File: src/rtl/rxfifo_pkg.sv
package rxfifo_pkg;

  // Ring geometry: one slot always stays empty, so DEPTH-1 bytes fit
  localparam int unsigned DEPTH = 256;
  localparam int unsigned IDX_W = $clog2(DEPTH);
  localparam int unsigned CNT_W = 32;

  typedef logic [IDX_W-1:0] idx_t;
  typedef logic [CNT_W-1:0] cnt_t;

  typedef enum logic [1:0] {
    FUNC_PUSH  = 2'd0,
    FUNC_POP   = 2'd1,
    FUNC_DRAIN = 2'd2,
    FUNC_NOP   = 2'd3
  } func_t;

  // Update strobes into the statistics unit
  typedef struct packed {
    logic push_stored;
    logic push_dropped;
    logic read_ovr;
    logic read_cnt;
  } stats_req_t;

  // Values returned by the statistics unit, before the update
  typedef struct packed {
    logic ovr_seen;
    cnt_t new_count;
  } stats_rsp_t;

  // Ring increment with wrap at DEPTH
  function automatic idx_t idx_next(input idx_t i);
    idx_t r;
    if (i == IDX_W'(DEPTH - 1)) begin
      r = '0;
    end else begin
      r = i + IDX_W'(1);
    end
    return r;
  endfunction

endpackage

File: src/rtl/rxfifo_if.sv
// Request channel: one item per push, pop or drain
interface rxfifo_req_if;
  logic       valid;
  logic       ready;
  logic [1:0] func;
  logic [7:0] data_byte;
  logic       want_overrun;
  logic       want_count;

  modport source (output valid, func, data_byte, want_overrun, want_count, input ready);
  modport sink   (input valid, func, data_byte, want_overrun, want_count, output ready);
endinterface

// Response channel: one item per request
interface rxfifo_rsp_if;
  logic        valid;
  logic        ready;
  logic        ok;
  logic [7:0]  popped_byte;
  logic        overrun_seen;
  logic [31:0] new_byte_count;

  modport source (output valid, ok, popped_byte, overrun_seen, new_byte_count, input ready);
  modport sink   (input valid, ok, popped_byte, overrun_seen, new_byte_count, output ready);
endinterface

File: src/rtl/rx_byte_ring_fifo_with_stats.sv
// Receive byte ring FIFO with overrun and byte-count statistics.
//
// Channels: req (sink) carries func, data_byte, want_overrun, want_count;
// rsp (source) returns ok, popped_byte, overrun_seen, new_byte_count.
// Every request item yields exactly one response item, in order.
// func: push stores a byte unless the ring is full (then the byte is dropped
// and the sticky overrun flag sets); pop returns the oldest byte or ok=0 when
// empty; drain optionally reads and clears the overrun flag and the count of
// bytes stored since the last count drain; code three returns all zeros.
//
// Path: an accepted request passes through the read stage (byte RAM read)
// and then the output register before its response is valid.
// Throughput: one item per cycle while rsp is taken; the RAM has one write and
// one registered read port and each item uses at most one of them.
// Reset (rst, synchronous): ring empty, flag and totals zero, no response
// pending. RAM contents are not cleared; only written slots are ever read.
// Stall: when rsp.ready is low the output holds, the read stage fills and
// req.ready drops until the output drains.
module rx_byte_ring_fifo_with_stats (
  input logic       clk,
  input logic       rst,
  rxfifo_req_if.sink   req,
  rxfifo_rsp_if.source rsp
);

  rxfifo_pkg::idx_t       write_index;
  rxfifo_pkg::idx_t       read_index;
  rxfifo_pkg::idx_t       write_index_next;
  rxfifo_pkg::idx_t       read_index_next;
  rxfifo_pkg::func_t      func;
  rxfifo_pkg::stats_req_t st_req;
  rxfifo_pkg::stats_rsp_t st_rsp;

  logic             accept;
  logic             full;
  logic             empty;
  logic             push_ok;
  logic             pop_ok;
  logic             item_ok;
  logic [7:0]       ram_rdata;

  // Read stage: item waiting on the RAM read
  logic             s1_valid;
  logic             s1_ok;
  logic             s1_pop;
  logic             s1_ovr;
  rxfifo_pkg::cnt_t s1_cnt;
  logic             s1_adv;

  // Output register
  logic             o_valid;
  logic             o_ok;
  logic [7:0]       o_byte;
  logic             o_ovr;
  rxfifo_pkg::cnt_t o_cnt;

  assign func   = rxfifo_pkg::func_t'(req.func);
  assign s1_adv = s1_valid && (!o_valid || rsp.ready);
  assign req.ready = !s1_valid || s1_adv;
  assign accept = req.valid && req.ready;

  assign write_index_next = rxfifo_pkg::idx_next(write_index);
  assign read_index_next  = rxfifo_pkg::idx_next(read_index);
  assign full  = (write_index_next == read_index);
  assign empty = (read_index == write_index);

  // Decode the accepted item
  always_comb begin
    push_ok = 1'b0;
    pop_ok  = 1'b0;
    item_ok = 1'b0;
    st_req  = '0;
    unique case (func)
      rxfifo_pkg::FUNC_PUSH: begin
        push_ok             = accept && !full;
        item_ok             = !full;
        st_req.push_stored  = accept && !full;
        st_req.push_dropped = accept && full;
      end
      rxfifo_pkg::FUNC_POP: begin
        pop_ok  = accept && !empty;
        item_ok = !empty;
      end
      rxfifo_pkg::FUNC_DRAIN: begin
        item_ok         = 1'b1;
        st_req.read_ovr = accept && req.want_overrun;
        st_req.read_cnt = accept && req.want_count;
      end
      rxfifo_pkg::FUNC_NOP: begin
        item_ok = 1'b0;
      end
      default: begin
        item_ok = 1'b0;
      end
    endcase
  end

  // A pop only reads a slot written by an earlier item, so no forwarding
  rxfifo_ram #(
    .DEPTH_P (rxfifo_pkg::DEPTH),
    .WIDTH_P (8)
  ) u_ram (
    .clk   (clk),
    .we    (push_ok),
    .waddr (write_index),
    .wdata (req.data_byte),
    .re    (pop_ok),
    .raddr (read_index),
    .rdata (ram_rdata)
  );

  rxfifo_stats u_stats (
    .clk (clk),
    .rst (rst),
    .req (st_req),
    .rsp (st_rsp)
  );

  // Ring pointers
  always_ff @(posedge clk) begin
    if (rst) begin
      write_index <= '0;
      read_index  <= '0;
    end else begin
      if (push_ok) begin
        write_index <= write_index_next;
      end
      if (pop_ok) begin
        read_index <= read_index_next;
      end
    end
  end

  // Read stage
  always_ff @(posedge clk) begin
    if (rst) begin
      s1_valid <= 1'b0;
    end else if (accept) begin
      s1_valid <= 1'b1;
    end else if (s1_adv) begin
      s1_valid <= 1'b0;
    end
  end

  always_ff @(posedge clk) begin
    if (accept) begin
      s1_ok  <= item_ok;
      s1_pop <= pop_ok;
      s1_ovr <= st_rsp.ovr_seen;
      s1_cnt <= st_rsp.new_count;
    end
  end

  // Output register
  always_ff @(posedge clk) begin
    if (rst) begin
      o_valid <= 1'b0;
    end else if (s1_adv) begin
      o_valid <= 1'b1;
    end else if (rsp.ready) begin
      o_valid <= 1'b0;
    end
  end

  always_ff @(posedge clk) begin
    if (s1_adv) begin
      o_ok   <= s1_ok;
      o_byte <= s1_pop ? ram_rdata : 8'd0;
      o_ovr  <= s1_ovr;
      o_cnt  <= s1_cnt;
    end
  end

  assign rsp.valid          = o_valid;
  assign rsp.ok             = o_ok;
  assign rsp.popped_byte    = o_byte;
  assign rsp.overrun_seen   = o_ovr;
  assign rsp.new_byte_count = o_cnt;

endmodule

File: src/rtl/rxfifo_ram.sv
// Simple dual-port RAM, registered read; read data holds when not reading
module rxfifo_ram #(
  parameter int unsigned DEPTH_P = 256,
  parameter int unsigned WIDTH_P = 8
) (
  input  logic                       clk,
  input  logic                       we,
  input  logic [$clog2(DEPTH_P)-1:0] waddr,
  input  logic [WIDTH_P-1:0]         wdata,
  input  logic                       re,
  input  logic [$clog2(DEPTH_P)-1:0] raddr,
  output logic [WIDTH_P-1:0]         rdata
);

  logic [WIDTH_P-1:0] mem [DEPTH_P];

  always_ff @(posedge clk) begin
    if (we) begin
      mem[waddr] <= wdata;
    end
  end

  always_ff @(posedge clk) begin
    if (re) begin
      rdata <= mem[raddr];
    end
  end

endmodule

File: src/rtl/rxfifo_stats.sv
// Sticky overrun flag and stored / reported byte totals
module rxfifo_stats (
  input  logic                   clk,
  input  logic                   rst,
  input  rxfifo_pkg::stats_req_t req,
  output rxfifo_pkg::stats_rsp_t rsp
);

  logic             overrun_flag;
  rxfifo_pkg::cnt_t stored_total;
  rxfifo_pkg::cnt_t reported_total;

  // Values seen by the current item, taken before its update
  assign rsp.ovr_seen  = req.read_ovr & overrun_flag;
  assign rsp.new_count = req.read_cnt ? (stored_total - reported_total) : '0;

  always_ff @(posedge clk) begin
    if (rst) begin
      overrun_flag   <= 1'b0;
      stored_total   <= '0;
      reported_total <= '0;
    end else begin
      if (req.push_dropped) begin
        overrun_flag <= 1'b1;
      end else if (req.read_ovr) begin
        overrun_flag <= 1'b0;
      end
      if (req.push_stored) begin
        stored_total <= stored_total + rxfifo_pkg::CNT_W'(1);
      end
      if (req.read_cnt) begin
        reported_total <= stored_total;
      end
    end
  end

endmodule

File: src/flat_wrapper.sv
// flat-port wrapper written by rule: the top's interface ports become plain ports
module rx_byte_ring_fifo_with_stats_flat 
  (clk, rst, req_valid, req_func, req_data_byte, req_want_overrun, req_want_count, req_ready, rsp_valid, rsp_ok, rsp_popped_byte, rsp_overrun_seen, rsp_new_byte_count, rsp_ready);
  rxfifo_req_if req_i ();
  rxfifo_rsp_if rsp_i ();
  input logic clk;
  input logic rst;
  input wire logic [$bits(req_i.valid)-1:0] req_valid;
  input wire logic [$bits(req_i.func)-1:0] req_func;
  input wire logic [$bits(req_i.data_byte)-1:0] req_data_byte;
  input wire logic [$bits(req_i.want_overrun)-1:0] req_want_overrun;
  input wire logic [$bits(req_i.want_count)-1:0] req_want_count;
  output wire logic [$bits(req_i.ready)-1:0] req_ready;
  output wire logic [$bits(rsp_i.valid)-1:0] rsp_valid;
  output wire logic [$bits(rsp_i.ok)-1:0] rsp_ok;
  output wire logic [$bits(rsp_i.popped_byte)-1:0] rsp_popped_byte;
  output wire logic [$bits(rsp_i.overrun_seen)-1:0] rsp_overrun_seen;
  output wire logic [$bits(rsp_i.new_byte_count)-1:0] rsp_new_byte_count;
  input wire logic [$bits(rsp_i.ready)-1:0] rsp_ready;
  assign req_i.valid = req_valid;
  assign req_i.func = req_func;
  assign req_i.data_byte = req_data_byte;
  assign req_i.want_overrun = req_want_overrun;
  assign req_i.want_count = req_want_count;
  assign req_ready = req_i.ready;
  assign rsp_valid = rsp_i.valid;
  assign rsp_ok = rsp_i.ok;
  assign rsp_popped_byte = rsp_i.popped_byte;
  assign rsp_overrun_seen = rsp_i.overrun_seen;
  assign rsp_new_byte_count = rsp_i.new_byte_count;
  assign rsp_i.ready = rsp_ready;
  rx_byte_ring_fifo_with_stats u_core (.clk(clk), .rst(rst), .req(req_i), .rsp(rsp_i));
endmodule
File: config.mk
export PLATFORM = sky130hd
export DESIGN_NAME = rx_byte_ring_fifo_with_stats_flat
export DESIGN_NICKNAME = d
export VERILOG_FILES = /design/src/rtl/rxfifo_pkg.sv /design/src/rtl/rxfifo_if.sv /design/src/rtl/rx_byte_ring_fifo_with_stats.sv /design/src/rtl/rxfifo_ram.sv /design/src/rtl/rxfifo_stats.sv /design/src/flat_wrapper.sv
export SDC_FILE = /design/constraint.sdc
export NUM_CORES = 2
export LEC_CHECK = 0
export BUFFER_PORTS_ARGS = -buffer_cell sky130_fd_sc_hd__buf_4
export CAP_MARGIN = 10
export CORE_ASPECT_RATIO = 0.75
export CORE_MARGIN = 1.5
export CORE_UTILIZATION = 35
export CTS_BUF_LIST = sky130_fd_sc_hd__clkbuf_4
export DETAILED_ROUTE_END_ITERATION = 6
export PLACE_DENSITY_LB_ADDON = 0.05
export SYNTH_ARGS = -nofsm -noshare
export SYNTH_HDL_FRONTEND = slang
export SYNTH_SLANG_ARGS = --single-unit
export TNS_END_PERCENT = 30
File: constraint.sdc
create_clock -name clk -period 5.75 [get_ports clk]
set_input_delay 1.725 -clock clk [delete_from_list [all_inputs] [get_ports clk]]
set_output_delay 1.725 -clock clk [all_outputs]
set_load 0.02 [all_outputs]
==> out/qor.yml <==
required_ps: 6730
skew_ps: 79.4
rows: 159
worstPathArrival_ps: 5430
power_density_mw_per_mm2: 322
dpl.hpwl_mm: 163
drt_iter0_drc: 4346
viasPerCell: 5.31
hp-class: "reg2reg"
reg2reg_to: "u_core.u_ram.mem[167][7]"
rrSetupSlack_ps: 1290
antenna_found_initial: 31
cts-buffers-inserted: 580
routed_wl_mm: 267
clockBufferDepth: 4
min_path_cells: 0
critPathKind: "reg2reg"
synth_area_mm2: 0.0879
dr.pass1.iters: 5
clk_pin_slew_ps: 70
grt_max_degree: 129
synth.most_common_cell: "edfxtp_1"
period_share_pct: 77.5
ant_nets: 0
cts-htree-levels: 6
syn_inst: 4452
max_freq_ghz: 0.224
synth_top_area_share_pct: 72.8
holdBufCountCts: 0
ir_drop_mv: 0.159
rsz0062_at_grt: "false"
die_area_mm2: 0.254
drv_cap: 0
ys_warn_count: 0
coreArea_mm2: 0.250
setup_tns_ps: 0
grt_util_all_layers_pct: 21.0
critical_path.endpoint_type: "register"
grt.overflow.total: 0
synth_area_leaders: "edfxtp_1 (73%), mux4_2 (14%), dfxtp_1 (1.9%)"
synth_cell_types: 76
gp_congestion: 0.790
postLayoutCellArea_mm2: 0.100
hold_violations: 0
worst_path_largest_cell_delay_ps: 790
slew_headroom_pct: 13.5
outcome: "finished clean"
setup_violations: 0
cts_tree: "done"
drive_gt1_share_pct: 31.8
ys_async_sr_fraction_pct: 0
synth_common_cells: "edfxtp_1 (2133), mux4_2 (546), nor2_1 (377)"
drc: 0
vias: 46300
worst_pin_slew_ps: 1290
nNetsFinal: 5062
maxSlewViolCount: 0
start_util_pct: 35.2
synth_seq_cells: 2216
ys.flop_type: "edfxtp_1"
ios: 60
syn_nets: 4506
r2r-start: "u_core.write_index[4]"
grt_pass1_wl_mm: 376
yosysTopAreaCell: "edfxtp_1"
cp_cell_sequence: "nand3_1, or3_1, o21ai_0, xnor2_1, o2111a_1, buf_4, nor3_2, nand2_2, buf_4, nor2_1, buf_4"
hold_start: "u_core.s1_cnt[18]"
grt_pass1_vias: 47944
cts_sinks: 2216
fin_crit_ps: 4460
worstRegToRegCells: 11
cpMostUsedCell: "buf_4"
die_w_um: 582
io_buffers: 59
start_kind: "register"
root_buffer: "clkbuf_4"
cts_resized: 0
avgSynthCellArea_um2: 19.7
leakage_nw: 31.1
critical_path.max_fanout: 17
post_dp_cell_area_mm2: 0.0930
synth_edf_count: 2133
wire_per_inst_um: 30.7
clk_latency_ps: 1330
area_growth_pct: 14.1
dieHeight_um: 437
critPathSlowestCell: "dfxtp_1"
fill_cells: 22600
cts_setup_buffers: 0
ys_seq_area_share_pct: 74.7
min_to: "u_core.rsp.new_byte_count[18]"
==> worst max path at each step <==
stage / cells after the start / endpoint / slack (ps) / startpoint
floorplan: 2 / u_core.rsp.new_byte_count[0] / 1620 / rsp_ready
global placement: 10 / u_core.u_ram.mem[167][0] / 740 / rsp_ready
detailed placement: 10 / u_core.u_ram.mem[167][0] / 770 / rsp_ready
CTS: 11 / u_core.u_ram.mem[167][7] / 1260 / u_core.write_index[4]
global route: 10 / u_core.u_ram.mem[87][1] / 1170 / u_core.write_index[4]
finish: 11 / u_core.u_ram.mem[167][7] / 1290 / u_core.write_index[4]
==> cell type report <==
class	instances	area, um2	share of cell area (%)
Inverter	49	194	0.193
Clock buffer	831	6240	6.22
Clock inverter	145	993	0.991
Timing Repair Buffer	230	2240	2.24
Multi-Input combinational cell	1931	20700	20.7
Sequential cell	2216	65700	65.5
Tap cell	3300	4130	4.12
Antenna cell	11	27.5	0.0274
==> through the flow <==
stage	instances	hold slack (ps)	utilization, %	setup slack [ps]	power, mW
2_1_floorplan	4452	400	-	1620	18.3
3_3_place_gp	7724	401	37.2	743	18.7
3_5_place_dp	7726	405	37.2	774	18.7
4_1_cts	8702	386	40.1	1260	32.8
5_1_grt	8703	403	40.1	1170	33.6
6_report	8713	389	40.1	1290	32.3
==> sequential cells by signal, indices dropped and copies added (netlist names) <==
signal                         count
u_core.u_stats.reported_total     32
u_core.s1_valid                    1
u_core.u_ram.mem                2048
u_core.u_ram.rdata                 8
u_core.rsp.popped_byte             8
u_core.s1_cnt                     32
u_core.u_stats.stored_total       32
u_core.rsp.valid                   1
u_core.s1_ovr                      1
u_core.s1_ok                       1
u_core.u_stats.overrun_flag        1
u_core.write_index                 8
u_core.s1_pop                      1
u_core.rsp.new_byte_count         32
u_core.read_index                  8
u_core.rsp.overrun_seen            1
u_core.rsp.ok                      1
==> per-layer routing <==
| layer | wire length, um | vias to the layer above | GRT usage, % | part of all wire, % |
|---|---|---|---|---|
| li1 | - | 19680 | - | - |
| met1 | 127000 | 24627 | 31.8 | 48 |
| met2 | 117000 | 1623 | 30.3 | 44 |
| met3 | 17500 | 358 | 4.61 | 6.6 |
| met4 | 5460 | 12 | 5.63 | 2.0 |
| met5 | 80 | - | 0 | 0.030 |
==> cells by family after synthesis <==
family                   after synthesis  synth area share [%]
AO/OA/AOI/OAI                        369                  2.70
flip-flops                          2216                  74.7
multiplexers                         701                  15.8
buffers and inverters                305                  1.78
adder cells (fa/ha/maj)               38                 0.549
XOR/XNOR                              54                 0.538
AND/OR/NAND/NOR                      769                  3.92
==> cell usage in the layout (no fill, tap or decap), drive strengths merged, types with 26 or more instances in the layout <==
cell type,n
nand2,165
ha,37
buf,230
o21ai,65
inv,66
xnor2,41
nor3,26
a21oi,124
dfxtp,83
nor2b,28
mux2i,136
nand3,45
edfxtp,2133
mux4,546
clkinv,109
nor2,378
clkbuf,831
==> worst max-delay path: cells and delay by family, from the launching register on <==
kind | cells | cell delay (ps)
AOI/OAI and AO/OA | 2 | 260
buffers and inverters | 3 | 910
xor gates and xnor gates | 1 | 150
DFF | 1 | 790
and+or+nand+nor | 5 | 1990
==> where the power goes <==
group | switching (mW) | total, mW | internal [mW] | leakage (nW)
Clock | 6.60 | 13.9 | 7.33 | 4.33
Combinational | 0.470 | 0.627 | 0.157 | 6.84
Sequential | 0.0157 | 17.7 | 17.7 | 19.9
Total | 7.09 | 32.3 | 25.2 | 31.1
No activity file was read; power rests on OpenSTA's default activity.
